File: config.mk
export PLATFORM = sky130hd
export DESIGN_NAME = midi_sustain_pedal_note_tracker_core_flat
export DESIGN_NICKNAME = d
export VERILOG_FILES = /design/src/rtl/mspt_pkg.sv /design/src/rtl/mspt_ifs.sv /design/src/rtl/mspt_ram.sv /design/src/rtl/mspt_note_logic.sv /design/src/rtl/mspt_out_stage.sv /design/src/rtl/midi_sustain_pedal_note_tracker_core.sv /design/src/flat_wrapper.sv
export SDC_FILE = /design/constraint.sdc
export NUM_CORES = 2
export LEC_CHECK = 0
export BUFFER_PORTS_ARGS = -buffer_cell sky130_fd_sc_hd__buf_2
export CORE_MARGIN = 10
export CORE_UTILIZATION = 45
export DETAILED_ROUTE_END_ITERATION = 6
export GPL_TIMING_DRIVEN = 0
export PLACE_DENSITY = 0.59
export SLEW_MARGIN = 30
export SYNTH_ARGS = -nofsm -noshare
export SYNTH_HDL_FRONTEND = slang
export SYNTH_HIERARCHICAL = 1
export SYNTH_SLANG_ARGS = --single-unit
File: constraint.sdc
create_clock -name clk -period 51 [get_ports clk]
set_input_delay 5.1 -clock clk [delete_from_list [all_inputs] [get_ports clk]]
set_output_delay 5.1 -clock clk [all_outputs]
set_load 0.02 [all_outputs]
File: src/rtl/mspt_pkg.sv
// shared types and constants for the sustain pedal note tracker
package mspt_pkg;

    localparam int NOTES   = 128;
    localparam int HALF    = NOTES / 2;
    localparam int ENTRY_W = 2 * NOTES;

    typedef enum logic [1:0] {
        KIND_ON  = 2'd0,
        KIND_OFF = 2'd1,
        KIND_FWD = 2'd2,
        KIND_REL = 2'd3
    } kind_t;

    localparam logic [3:0] TYPE_NOTE_OFF = 4'h8;
    localparam logic [3:0] TYPE_NOTE_ON  = 4'h9;
    localparam logic [3:0] TYPE_CTRL     = 4'hB;
    localparam logic [6:0] CTRL_SUSTAIN  = 7'd64;
    localparam logic [6:0] PEDAL_ON_MIN  = 7'd64;
    localparam logic [1:0] FULL_LEN      = 2'd3;

    typedef struct packed {
        logic [7:0] status_byte;
        logic [6:0] data_one;
        logic [6:0] data_two;
        logic [1:0] msg_length;
    } msg_t;

    typedef struct packed {
        kind_t           kind;
        logic [3:0]      chan;
        logic [6:0]      note_number;
        logic [6:0]      note_velocity_out;
        logic [7:0]      fwd_status;
        logic [1:0]      fwd_length;
        logic [HALF-1:0] release_low;
        logic [HALF-1:0] release_high;
        logic            last;
    } evt_t;

    typedef struct packed {
        logic               wr_en;
        logic [ENTRY_W-1:0] wr_data;
        logic               pedal_set;
        logic               pedal_clr;
        logic [1:0]         n_res;
    } upd_t;

endpackage

File: src/rtl/mspt_ifs.sv
// valid/ready channel interfaces for messages in and events out
interface mspt_msg_if;
    logic       valid;
    logic       ready;
    logic [7:0] status_byte;
    logic [6:0] data_one;
    logic [6:0] data_two;
    logic [1:0] msg_length;

    modport source (output valid, status_byte, data_one, data_two, msg_length, input ready);
    modport sink (input valid, status_byte, data_one, data_two, msg_length, output ready);
endinterface

interface mspt_evt_if;
    logic        valid;
    logic        ready;
    logic [1:0]  kind;
    logic [3:0]  chan;
    logic [6:0]  note_number;
    logic [6:0]  note_velocity_out;
    logic [7:0]  fwd_status;
    logic [1:0]  fwd_length;
    logic [63:0] release_low;
    logic [63:0] release_high;
    logic        last;

    modport source (output valid, kind, chan, note_number, note_velocity_out, fwd_status,
                    fwd_length, release_low, release_high, last, input ready);
    modport sink (input valid, kind, chan, note_number, note_velocity_out, fwd_status,
                  fwd_length, release_low, release_high, last, output ready);
endinterface

File: src/rtl/mspt_ram.sv
// generic single-port-write, registered-read ram
module mspt_ram #(
    parameter int WIDTH = 8,
    parameter int DEPTH = 16,
    localparam int AW = (DEPTH > 1) ? $clog2(DEPTH) : 1
) (
    input  logic             clk,
    input  logic             we,
    input  logic [AW-1:0]    waddr,
    input  logic [WIDTH-1:0] wdata,
    input  logic             re,
    input  logic [AW-1:0]    raddr,
    output logic [WIDTH-1:0] rdata
);

    logic [WIDTH-1:0] mem_reg [DEPTH];
    logic [WIDTH-1:0] rdata_reg;

    always_ff @(posedge clk)
    begin
        if (we)
        begin
            mem_reg[waddr] <= wdata;
        end
        // read-first: a read at the written address returns the old word
        if (re)
        begin
            rdata_reg <= mem_reg[raddr];
        end
    end

    assign rdata = rdata_reg;

endmodule

File: src/rtl/mspt_note_logic.sv
// per-message decision: new channel entry, pedal update and result events
module mspt_note_logic import mspt_pkg::*; #(
    parameter int CHANNELS = 16
) (
    input  msg_t               msg,
    input  logic [ENTRY_W-1:0] entry,
    input  logic               pedal,
    output upd_t               upd,
    output evt_t               evt_a,
    output evt_t               evt_b
);

    localparam logic [4:0] CH_LIMIT = 5'(CHANNELS);

    logic [3:0]       msg_type;
    logic [3:0]       ch;
    logic [NOTES-1:0] snd;
    logic [NOTES-1:0] held;
    logic [NOTES-1:0] mask;
    logic             fwd;
    logic             is_chan;
    evt_t             blank;

    assign msg_type = msg.status_byte[7:4];
    assign ch       = msg.status_byte[3:0];
    assign snd      = entry[NOTES-1:0];
    assign held     = entry[ENTRY_W-1:NOTES];
    assign mask     = NOTES'(1) << msg.data_one;
    assign is_chan  = (msg_type == TYPE_NOTE_OFF) || (msg_type == TYPE_NOTE_ON)
                   || (msg_type == TYPE_CTRL);
    assign fwd      = !is_chan || (msg.msg_length != FULL_LEN) || ({1'b0, ch} >= CH_LIMIT)
                   || ((msg_type == TYPE_CTRL) && (msg.data_one != CTRL_SUSTAIN));

    always_comb
    begin
        blank      = '0;
        blank.kind = KIND_FWD;
        blank.chan = ch;
        upd        = '0;
        evt_a      = blank;
        evt_b      = blank;
        priority if (fwd)
        begin
            upd.n_res               = 2'd1;
            evt_a.kind              = KIND_FWD;
            evt_a.note_number       = msg.data_one;
            evt_a.note_velocity_out = msg.data_two;
            evt_a.fwd_status        = msg.status_byte;
            evt_a.fwd_length        = msg.msg_length;
            evt_a.last              = 1'b1;
        end
        else if (msg_type == TYPE_CTRL)
        begin
            if (msg.data_two >= PEDAL_ON_MIN)
            begin
                upd.pedal_set = 1'b1;
            end
            else
            begin
                // release: drop all held notes of the channel at once
                upd.pedal_clr = 1'b1;
                upd.wr_en     = 1'b1;
                upd.wr_data   = {{NOTES{1'b0}}, snd & ~held};
                if (|held)
                begin
                    upd.n_res          = 2'd1;
                    evt_a.kind         = KIND_REL;
                    evt_a.release_low  = held[HALF-1:0];
                    evt_a.release_high = held[NOTES-1:HALF];
                    evt_a.last         = 1'b1;
                end
            end
        end
        else if ((msg_type == TYPE_NOTE_ON) && (msg.data_two != 7'd0))
        begin
            upd.wr_en   = 1'b1;
            upd.wr_data = {held & ~mask, snd | mask};
            if (snd[msg.data_one])
            begin
                // retrigger: virtual off first, then the on
                upd.n_res               = 2'd2;
                evt_a.kind              = KIND_OFF;
                evt_a.note_number       = msg.data_one;
                evt_b.kind              = KIND_ON;
                evt_b.note_number       = msg.data_one;
                evt_b.note_velocity_out = msg.data_two;
                evt_b.last              = 1'b1;
            end
            else
            begin
                upd.n_res               = 2'd1;
                evt_a.kind              = KIND_ON;
                evt_a.note_number       = msg.data_one;
                evt_a.note_velocity_out = msg.data_two;
                evt_a.last              = 1'b1;
            end
        end
        else
        begin
            if (snd[msg.data_one] && !held[msg.data_one])
            begin
                upd.wr_en = 1'b1;
                if (pedal)
                begin
                    upd.wr_data = {held | mask, snd};
                end
                else
                begin
                    upd.wr_data       = {held, snd & ~mask};
                    upd.n_res         = 2'd1;
                    evt_a.kind        = KIND_OFF;
                    evt_a.note_number = msg.data_one;
                    evt_a.note_velocity_out =
                        (msg_type == TYPE_NOTE_ON) ? 7'd0 : msg.data_two;
                    evt_a.last        = 1'b1;
                end
            end
        end
    end

endmodule

File: src/rtl/mspt_out_stage.sv
// output register with one pending slot for the second beat of a retrigger
module mspt_out_stage import mspt_pkg::*; (
    input  logic       clk,
    input  logic       rst_n,
    input  logic       load,
    input  logic [1:0] n_res,
    input  evt_t       evt_a,
    input  evt_t       evt_b,
    output logic       free,
    mspt_evt_if.source evt_out
);

    logic out_valid_reg;
    logic pend_valid_reg;
    evt_t cur_reg;
    evt_t pend_reg;
    logic take;

    assign take = out_valid_reg && evt_out.ready;
    assign free = !out_valid_reg || (take && !pend_valid_reg);

    always_ff @(posedge clk or negedge rst_n)
    begin
        if (!rst_n)
        begin
            out_valid_reg  <= 1'b0;
            pend_valid_reg <= 1'b0;
        end
        else if (load)
        begin
            out_valid_reg  <= 1'b1;
            pend_valid_reg <= (n_res == 2'd2);
        end
        else if (take)
        begin
            if (pend_valid_reg)
            begin
                pend_valid_reg <= 1'b0;
            end
            else
            begin
                out_valid_reg <= 1'b0;
            end
        end
    end

    always_ff @(posedge clk)
    begin
        if (load)
        begin
            cur_reg  <= evt_a;
            pend_reg <= evt_b;
        end
        else if (take && pend_valid_reg)
        begin
            cur_reg <= pend_reg;
        end
    end

    assign evt_out.valid             = out_valid_reg;
    assign evt_out.kind              = cur_reg.kind;
    assign evt_out.chan              = cur_reg.chan;
    assign evt_out.note_number       = cur_reg.note_number;
    assign evt_out.note_velocity_out = cur_reg.note_velocity_out;
    assign evt_out.fwd_status        = cur_reg.fwd_status;
    assign evt_out.fwd_length        = cur_reg.fwd_length;
    assign evt_out.release_low       = cur_reg.release_low;
    assign evt_out.release_high      = cur_reg.release_high;
    assign evt_out.last              = cur_reg.last;

endmodule

File: src/rtl/midi_sustain_pedal_note_tracker_core.sv
// sustain pedal note tracker: message in, virtual note events out
//
// msg_in takes one channel message per beat (status, two data bytes, length).
// evt_out gives the resulting events; last marks the final beat of a message.
// Note-on/off and sustain controller 64 update the per-channel note state;
// everything else, and short or out-of-range messages, is forwarded as is.
// Each message is registered in the lookup stage; its events then go to the output register.
// Throughput: one message per cycle while evt_out does not stall and each
// gives at most one event; a retrigger (note-on of a sounding note) gives two events.
// The sounding and held bits of a channel sit in one word of a ram with a
// registered read; a write in the cycle of the next read of the same word
// is forwarded, so there are no bubbles between messages.
// Reset clears the pedal bits and one valid bit per channel word; a word not
// yet written reads as zero, so no clearing pass is needed.
// When evt_out stalls, the finished event waits in the output register, one
// more message waits in the lookup stage, and msg_in.ready then drops.
module midi_sustain_pedal_note_tracker_core import mspt_pkg::*; #(
    parameter int CHANNELS = 16
) (
    input  logic       clk,
    input  logic       rst_n,
    mspt_msg_if.sink   msg_in,
    mspt_evt_if.source evt_out
);

    localparam int AW = (CHANNELS > 1) ? $clog2(CHANNELS) : 1;

    logic               accept;
    logic [AW-1:0]      raddr;
    logic [AW-1:0]      waddr;
    logic               we;
    logic               byp_hit;
    logic [ENTRY_W-1:0] ram_rdata;
    logic [ENTRY_W-1:0] entry;
    logic               s1_adv;
    logic               out_free;
    upd_t               upd;
    evt_t               evt_a;
    evt_t               evt_b;

    logic                s1_valid_reg;
    msg_t                s1_msg_reg;
    logic                s1_byp_reg;
    logic                s1_vld_reg;
    logic [ENTRY_W-1:0]  s1_byp_data_reg;
    logic [CHANNELS-1:0] ent_valid_reg;
    logic [CHANNELS-1:0] pedal_reg;
    logic [CHANNELS-1:0] ent_valid_next;
    logic [CHANNELS-1:0] pedal_next;

    assign accept        = msg_in.valid && msg_in.ready;
    assign s1_adv        = s1_valid_reg && ((upd.n_res == 2'd0) || out_free);
    assign msg_in.ready  = !s1_valid_reg || s1_adv;
    assign raddr         = msg_in.status_byte[AW-1:0];
    assign waddr         = s1_msg_reg.status_byte[AW-1:0];
    assign we            = s1_adv && upd.wr_en;
    assign byp_hit       = we && (waddr == raddr);

    mspt_ram #(
        .WIDTH (ENTRY_W),
        .DEPTH (CHANNELS)
    ) u_state_ram (
        .clk   (clk),
        .we    (we),
        .waddr (waddr),
        .wdata (upd.wr_data),
        .re    (accept),
        .raddr (raddr),
        .rdata (ram_rdata)
    );

    // newest copy of the word: forwarded write, ram data, or zero if never written
    assign entry = s1_byp_reg ? s1_byp_data_reg : (s1_vld_reg ? ram_rdata : '0);

    mspt_note_logic #(
        .CHANNELS (CHANNELS)
    ) u_note_logic (
        .msg   (s1_msg_reg),
        .entry (entry),
        .pedal (pedal_reg[waddr]),
        .upd   (upd),
        .evt_a (evt_a),
        .evt_b (evt_b)
    );

    mspt_out_stage u_out_stage (
        .clk     (clk),
        .rst_n   (rst_n),
        .load    (s1_adv && (upd.n_res != 2'd0)),
        .n_res   (upd.n_res),
        .evt_a   (evt_a),
        .evt_b   (evt_b),
        .free    (out_free),
        .evt_out (evt_out)
    );

    always_comb
    begin
        ent_valid_next = ent_valid_reg;
        pedal_next     = pedal_reg;
        if (we)
        begin
            ent_valid_next[waddr] = 1'b1;
        end
        if (s1_adv && upd.pedal_set)
        begin
            pedal_next[waddr] = 1'b1;
        end
        if (s1_adv && upd.pedal_clr)
        begin
            pedal_next[waddr] = 1'b0;
        end
    end

    always_ff @(posedge clk or negedge rst_n)
    begin
        if (!rst_n)
        begin
            s1_valid_reg  <= 1'b0;
            s1_byp_reg    <= 1'b0;
            s1_vld_reg    <= 1'b0;
            ent_valid_reg <= '0;
            pedal_reg     <= '0;
        end
        else
        begin
            ent_valid_reg <= ent_valid_next;
            pedal_reg     <= pedal_next;
            if (accept)
            begin
                s1_valid_reg <= 1'b1;
                s1_byp_reg   <= byp_hit;
                s1_vld_reg   <= ent_valid_reg[raddr];
            end
            else if (s1_adv)
            begin
                s1_valid_reg <= 1'b0;
            end
        end
    end

    always_ff @(posedge clk)
    begin
        if (accept)
        begin
            s1_msg_reg.status_byte <= msg_in.status_byte;
            s1_msg_reg.data_one    <= msg_in.data_one;
            s1_msg_reg.data_two    <= msg_in.data_two;
            s1_msg_reg.msg_length  <= msg_in.msg_length;
            s1_byp_data_reg        <= upd.wr_data;
        end
    end

endmodule
File: src/flat_wrapper.sv
// flat-port wrapper written by rule: the top's interface ports become plain ports
module midi_sustain_pedal_note_tracker_core_flat import mspt_pkg::*;
#(
    parameter int CHANNELS = 16
)
  (clk, rst_n, msg_in_valid, msg_in_status_byte, msg_in_data_one, msg_in_data_two, msg_in_msg_length, msg_in_ready, evt_out_valid, evt_out_kind, evt_out_chan, evt_out_note_number, evt_out_note_velocity_out, evt_out_fwd_status, evt_out_fwd_length, evt_out_release_low, evt_out_release_high, evt_out_last, evt_out_ready);
  mspt_msg_if msg_in_i ();
  mspt_evt_if evt_out_i ();
  input  logic clk;
  input  logic rst_n;
  input wire logic [$bits(msg_in_i.valid)-1:0] msg_in_valid;
  input wire logic [$bits(msg_in_i.status_byte)-1:0] msg_in_status_byte;
  input wire logic [$bits(msg_in_i.data_one)-1:0] msg_in_data_one;
  input wire logic [$bits(msg_in_i.data_two)-1:0] msg_in_data_two;
  input wire logic [$bits(msg_in_i.msg_length)-1:0] msg_in_msg_length;
  output wire logic [$bits(msg_in_i.ready)-1:0] msg_in_ready;
  output wire logic [$bits(evt_out_i.valid)-1:0] evt_out_valid;
  output wire logic [$bits(evt_out_i.kind)-1:0] evt_out_kind;
  output wire logic [$bits(evt_out_i.chan)-1:0] evt_out_chan;
  output wire logic [$bits(evt_out_i.note_number)-1:0] evt_out_note_number;
  output wire logic [$bits(evt_out_i.note_velocity_out)-1:0] evt_out_note_velocity_out;
  output wire logic [$bits(evt_out_i.fwd_status)-1:0] evt_out_fwd_status;
  output wire logic [$bits(evt_out_i.fwd_length)-1:0] evt_out_fwd_length;
  output wire logic [$bits(evt_out_i.release_low)-1:0] evt_out_release_low;
  output wire logic [$bits(evt_out_i.release_high)-1:0] evt_out_release_high;
  output wire logic [$bits(evt_out_i.last)-1:0] evt_out_last;
  input wire logic [$bits(evt_out_i.ready)-1:0] evt_out_ready;
  assign msg_in_i.valid = msg_in_valid;
  assign msg_in_i.status_byte = msg_in_status_byte;
  assign msg_in_i.data_one = msg_in_data_one;
  assign msg_in_i.data_two = msg_in_data_two;
  assign msg_in_i.msg_length = msg_in_msg_length;
  assign msg_in_ready = msg_in_i.ready;
  assign evt_out_valid = evt_out_i.valid;
  assign evt_out_kind = evt_out_i.kind;
  assign evt_out_chan = evt_out_i.chan;
  assign evt_out_note_number = evt_out_i.note_number;
  assign evt_out_note_velocity_out = evt_out_i.note_velocity_out;
  assign evt_out_fwd_status = evt_out_i.fwd_status;
  assign evt_out_fwd_length = evt_out_i.fwd_length;
  assign evt_out_release_low = evt_out_i.release_low;
  assign evt_out_release_high = evt_out_i.release_high;
  assign evt_out_last = evt_out_i.last;
  assign evt_out_i.ready = evt_out_ready;
  midi_sustain_pedal_note_tracker_core #(.CHANNELS(CHANNELS)) u_core (.clk(clk), .rst_n(rst_n), .msg_in(msg_in_i), .evt_out(evt_out_i));
endmodule
# After elaboration in Yosys (flattened, before gate mapping)
# Memories as Yosys holds them, arrays and structs flattened. A register that Yosys moved wholly into a read port is not among the register bits.
# Index checks and enable logic that the tools add are counted.
dict set report op_classes {
  bitwise 13
  eq_ne 8
  n_lt_le_gt_ge 5
  shifts 1
  reduce_logical 36
  mux 69
}
# cell n
set op_table {}
lappend op_table {{two-way mux 257 bit} 4}
lappend op_table {{two-way mux 256 bit} 3}
lappend op_table {{AND 128 bit} 3}
lappend op_table {{two-way mux 159 bit} 2}
lappend op_table {{two-way mux 259 bit} 1}
lappend op_table {{two-way mux 129 bit} 2}
lappend op_table {{two-way mux 128 bit} 2}
lappend op_table {{inverter 128 bit} 2}
lappend op_table {{bitwise OR 128 bit} 2}
lappend op_table {{OR reduction 128 bit} 1}
lappend op_table {{<< shifter 1 x 7 -> 128 bit, first input constant} 1}
lappend op_table {{two-way mux 14 bit} 5}
lappend op_table {{two-way mux 16 bit} 2}
lappend op_table {{bitwise OR 16 bit} 2}
lappend op_table {{two-way mux 1 bit} 28}
lappend op_table {{two-way mux 2 bit} 11}
lappend op_table {{AND 16 bit} 1}
lappend op_table {{inverter 16 bit} 1}
lappend op_table {{binary-select mux 1 bit (select 7 bit)} 2}
lappend op_table {{logical AND 1 bit} 14}
lappend op_table {{two-way mux 7 bit} 2}
lappend op_table {{== test 4 bit, second input constant} 3}
lappend op_table {{< comparator 4 x 5 -> 1 bit, second input constant} 2}
lappend op_table {{two-way mux 10 bit} 1}
lappend op_table {{other kinds (19)} 35}
dict set report totals {
  out_inout_bits 161
  ramBits 4096
  reg_bits 497
  memories 1
  inputBits 28
}
# memory depth width rd rd_clocked_by_memory_dff write_ports line
set memory_table {}
lappend memory_table {u_core.u_state_ram.mem_reg 16 256 1 1 1 mspt_ram.sv:16} ;# logic [WIDTH-1:0] mem_reg [DEPTH];

# Depth between registers and ports, before layout
dict set report depth {
  ltp_word 17
  mapped_depth 23
}

# Cells and area by module
# The synthesis kept the hierarchy.
# module seq_area_each_um2 cells_each area_each_um2 instances
set modules_own_cells {}
lappend modules_own_cells {mspt_ram 130685.3 6648 161218.4 1}
lappend modules_own_cells {mspt_note_logic 0.0 2262 13153.9 1}
lappend modules_own_cells {midi_sustain_pedal_note_tracker_core 9283.9 752 12580.8 1}
lappend modules_own_cells {mspt_out_stage 9599.2 504 11832.6 1}

# Worst setup path before layout
# No wires, ideal clock.
dict set report synth_timing {
  kind {input to register}
  from {input evt_out_ready}
  to {memory u_core/u_state_ram/mem_reg[0][0] (netlist bit), enable pin}
  cell_stages 7
  arrival_time_ns 23.701
  n_path_buf 1
  setup_slack_ns 26.113
  path_cell_list {nand2b_1 -> nand2_1 -> o21ai_0 -> nor2_1 -> buf_2 -> or3b_2 -> nor3_1}
}
dict set report synth_via {
  elab_chain_len 8
}
# element line
set synth_lines {}
lappend synth_lines {{start, declared} flat_wrapper.sv:27} ;# input wire logic [$bits(evt_out_i.ready)-1:0] evt_out_ready;
lappend synth_lines {{logical AND 1 bit} mspt_out_stage.sv:19} ;# assign take = out_valid_reg && evt_out.ready;
lappend synth_lines {{logical AND 1 bit} mspt_out_stage.sv:20} ;# assign free = !out_valid_reg || (take && !pend_valid_reg);
lappend synth_lines {{logical OR 1 bit} mspt_out_stage.sv:20}
lappend synth_lines {{net u_core.out_free} midi_sustain_pedal_note_tracker_core.sv:36} ;# logic out_free;
lappend synth_lines {{logical OR 1 bit} midi_sustain_pedal_note_tracker_core.sv:52} ;# assign s1_adv = s1_valid_reg && ((upd.n_res == 2'd0) || out_free);
lappend synth_lines {{logical AND 1 bit} midi_sustain_pedal_note_tracker_core.sv:52}
lappend synth_lines {{logical AND 1 bit} midi_sustain_pedal_note_tracker_core.sv:56} ;# assign we = s1_adv && upd.wr_en;
lappend synth_lines {{net u_core.we} midi_sustain_pedal_note_tracker_core.sv:31} ;# logic we;
lappend synth_lines {{two-way mux 1 bit} mspt_ram.sv:21} ;# if (we)
lappend synth_lines {{two-way mux 1 bit (not written as such)} mspt_ram.sv:23} ;# mem_reg[waddr] <= wdata;
lappend synth_lines {{end, declared} mspt_ram.sv:16}
# The timed path passes the listed nets, and every way through them passes these cells.

==> reports/qor.csv <==
stage;metric;value;unit
critical_path;Setup crit end kind;output port;
timing;Rel. slew slack;23.8;%
critical_path;Worst EP required;45.90;ns
die;I/O pins;189;
critical_path;Critical path origin;u_core/s1_byp_reg;
critical_path;R2R Path End;u_core/u_state_ram/mem_reg[8][81];
power_and_ir_drop;Leak Pwr;0.0880;µW
synthesis;Seq/Total Area, Yosys;75.2;%
clock_tree;Clock transition at path regs;0.05;ns
die;die area;469000;µm²
clock_tree;Skew-Pair Late Insertion Delay;1.08;ns
clock_tree;clock tree buffer depth;4;
timing;setup violators final;0;
clock_tree;CTS tree;yes;
clock_tree;cts bufs inserted;531;
critical_path;reg2reg setup slack;39.06;ns
synthesis;XOR/XNOR Fraction of Synth Area;0.0176;%
die;Die X;685;µm
clock_tree;Clock Tree Root;clkbuf_16;
layout;area grow syn2layout;20.0;%
synthesis;post-synth cell types;71;
critical_path;CP most frequent cell;clkbuf_1;
critical_path;reg2reg path depth;34;
synthesis;Synth Area in Compound Gates;5.68;%
layout;fin nets;11697;
critical_path;Buf/Inv on CP;7;
global_route;first-pass GRT wire length;996000;µm
critical_path;RR Startpoint;u_core/s1_byp_reg;
hold_path;Hold/Removal Path Class;reg -> reg;
timing;RSZ-0062 raised after global routing;no;
hold_path;sink of the worst hold path;u_core/ent_valid_reg[4];
global_route;largest net degree at the start of global routing;81;
power_and_ir_drop;total power;8940;µW
routing;WL final;744000;µm
routing;Remaining DRCs;0;
status;outcome;finished clean;
critical_path;Crit path arrival time;9.17;ns
layout;post-route cell area;239000;µm²
clock_tree;hold-fix buffers at CTS;0;
power_and_ir_drop;internal power;6810;µW
clock_tree;Sink Count;4987;
power_and_ir_drop;Peak VDD IR;37.3;µV
power_and_ir_drop;clock power share;42.2;%
place;Final Wtd Congestion;0.987;
synthesis;Post-Syn Area;199000;µm²
critical_path;WS Path Type;reg -> out;
global_route;initial antenna violation count;86;
timing;fin. max-slew vios;0;
synthesis;syn_area_per_cell;19.6;µm²
synthesis;number of synthesized register bits;4987;
die;Die Span Y;685;µm
timing;Setup Skew;0.0725;ns
hold_path;min-delay src;u_core/ent_valid_reg[4];
place;Post-DP Area;221000;µm²
routing;vias per cell;6.39;
power_and_ir_drop;pwr dens;37.5;nW/µm²
synthesis;Async S/R FF share, synth;0.742;%
clock_tree;post-CTS setup buffers;0;
synthesis;EDFF count, synth;4950;
routing;DRT Pass-1 Iters;6;
routing;wire per inst;41.2;µm
synthesis;largest family of logic cells by synthesized area;multiplexers;
power_and_ir_drop;register share of total power;51.1;%
critical_path;crit path max-delay cell type;clkbuf_1;
critical_path;Worst setup SP type;flop;
routing;post-route ant nets;0;
place;dpl hpwl;543000;µm
timing;max frequency;0.0701;GHz
clock_tree;depth of the CTS H-tree;6;
global_route;number of global-route vias before repair;112244;
synthesis;adder-cell share of the synthesized area;0;%
timing;Fin. Hold Viols;0;
synthesis;Synth Instances;10166;
critical_path;CP max FO;11;
routing;1st-iter DRT viols;17546;
power_and_ir_drop;Sw Share;23.9;%
routing;via count;115298;
timing;actual slew at the worst max-slew pin;1.14;ns
critical_path;cell family with most CP delay;buffers and inverters;
hold_path;hold path cells;1;
power_and_ir_drop;combinational power share;6.7;%
die;Starting Density;45.1;%
place;I/O Buffers;188;
clock_tree;post-CTS sizing;0;
global_route;GRT Resource Usage Total;31.0;%
power_and_ir_drop;NetSw;2140;µW
die;core box area;441000;µm²
critical_path;CP peak stage delay;0.79;ns
layout;number of flip-flops under the largest register name;4096;
timing;period utilisation layout;28.0;%
critical_path;CP cell instances;clkbuf_2, nor2b_1, clkbuf_1, clkbuf_1, a22o_1, mux4_2, nor2b_1, a211oi_1, a221oi_2, a21oi_4, mux2i_1, and3_1, clkbuf_1, buf_2, o21bai_1, buf_4, o21ai_0, nand2b_1, buf_2;
timing;Tmin final;14.27;ns
synthesis;Most used DFF post-synth;edfxtp_1;
synthesis;simple-gate portion of the synthesized area;3.15;%
die;Cell Rows;244;
synthesis;Yosys warning count;6;
run;max_cap viols;0;
global_route;GRT Residual Overflow;0;
synthesis;multiplexer share of the synthesized area;13.6;%
layout;share of cells above drive strength 1;30.7;%
## layer usage
metal	share of wire (%)	global-route usage (%)	routed length [µm]
met1	39	43.1	291000
met2	46	47.5	339000
met3	10	7.28	77300
met4	4.8	12.6	35900
met5	0.085	0	630
## worst max-delay path by stage
stage                                               endpoint  depth (start not counted)
after floorplan             u_core/u_state_ram/mem_reg[0][0]                          7
after global placement    u_core/u_state_ram/mem_reg[8][102]                         17
after detailed placement                        msg_in_ready                         19
after CTS                                       msg_in_ready                         18
after global routing                            msg_in_ready                         19
final                                           msg_in_ready                         19
## power groups by stage
stage | clock, µW | combinational, µW | sequential [µW]
after CTS | 3830 | 591 | 4570
after detailed placement | 0 | 589 | 4650
final | 3780 | 600 | 4570
after floorplan | 0 | 267 | 4670
after global routing | 4000 | 608 | 4570
after global placement | 0 | 560 | 4690
## cells in the mapped netlist, drive strengths merged (5+ instances only)
library cell	count	area share, %
or2	5	0.016
mux2	268	1.6
nor2b	68	0.21
nand2	394	0.75
a221oi	24	0.11
o221ai	33	0.15
o41ai	5	0.022
mux4	1035	12
o31ai	26	0.098
a22o	255	1.1
edfxtp	4950	75
inv	8	0.015
o22ai	73	0.23
nand2b	47	0.15
nor3	46	0.12
dfrtp	37	0.47
o21ai	388	0.98
o32ai	5	0.031
nand3b	68	0.26
a32oi	12	0.053
buf	466	1.6
and3	135	0.42
nor4	41	0.13
a31oi	67	0.21
mux2i	50	0.25
a21o	18	0.068
clkbuf	378	0.71
a21oi	277	0.70
nand4	22	0.069
o22a	7	0.031
nor2	283	0.54
and2	27	0.085
nand3	131	0.33
a22oi	473	1.8
## layout make-up
cell class / count / area (µm²)
buffer: 844 / 4690
tap: 5904 / 7390
multi-input combinational: 4465 / 47200
timing repair buffer: 832 / 12500
inverter: 8 / 37.5
fill: 33908 / 202000
sequential: 4987 / 150000
antenna: 56 / 140
clock buffer: 672 / 13900
clock inverter: 286 / 3080
## placed cells by master, fill, tap and decap left out, drive strengths merged, types with 47 or more instances in the layout
cell type  count
a21oi        277
and3         135
nor2         283
a22o         255
a22oi        473
mux4        1035
conb         139
clkbuf      1050
clkinv       225
nand3b        68
a31oi         67
buf         1298
nand2b        47
mux2i         50
o21ai        388
mux2         268
nor2b         68
nand3        131
diode         56
nand2        394
o22ai         73
edfxtp      4950
## per-stage QoR
step                      util (%)  hold slack, ns  worst slack, ns  cells  TNS [ns]
after floorplan                  -           0.420            26.11  10304         0
after global placement        47.1           0.436            -3.53  16396  -3309.46
after detailed placement      50.2           0.448            38.11  17040         0
after CTS                     54.1           0.460            36.90  17998         0
after global routing          54.1           0.473            36.84  18005         0
final                         54.1           0.454            36.73  18054         0
## kinds of logic after synthesis
group / after synthesis
compound gates: 1684
xor+xnor: 4
buf+inv: 852
flops: 4987
mux: 1353
other cells: 1
simple gates: 1285
(Power assumes the default switching activity.)
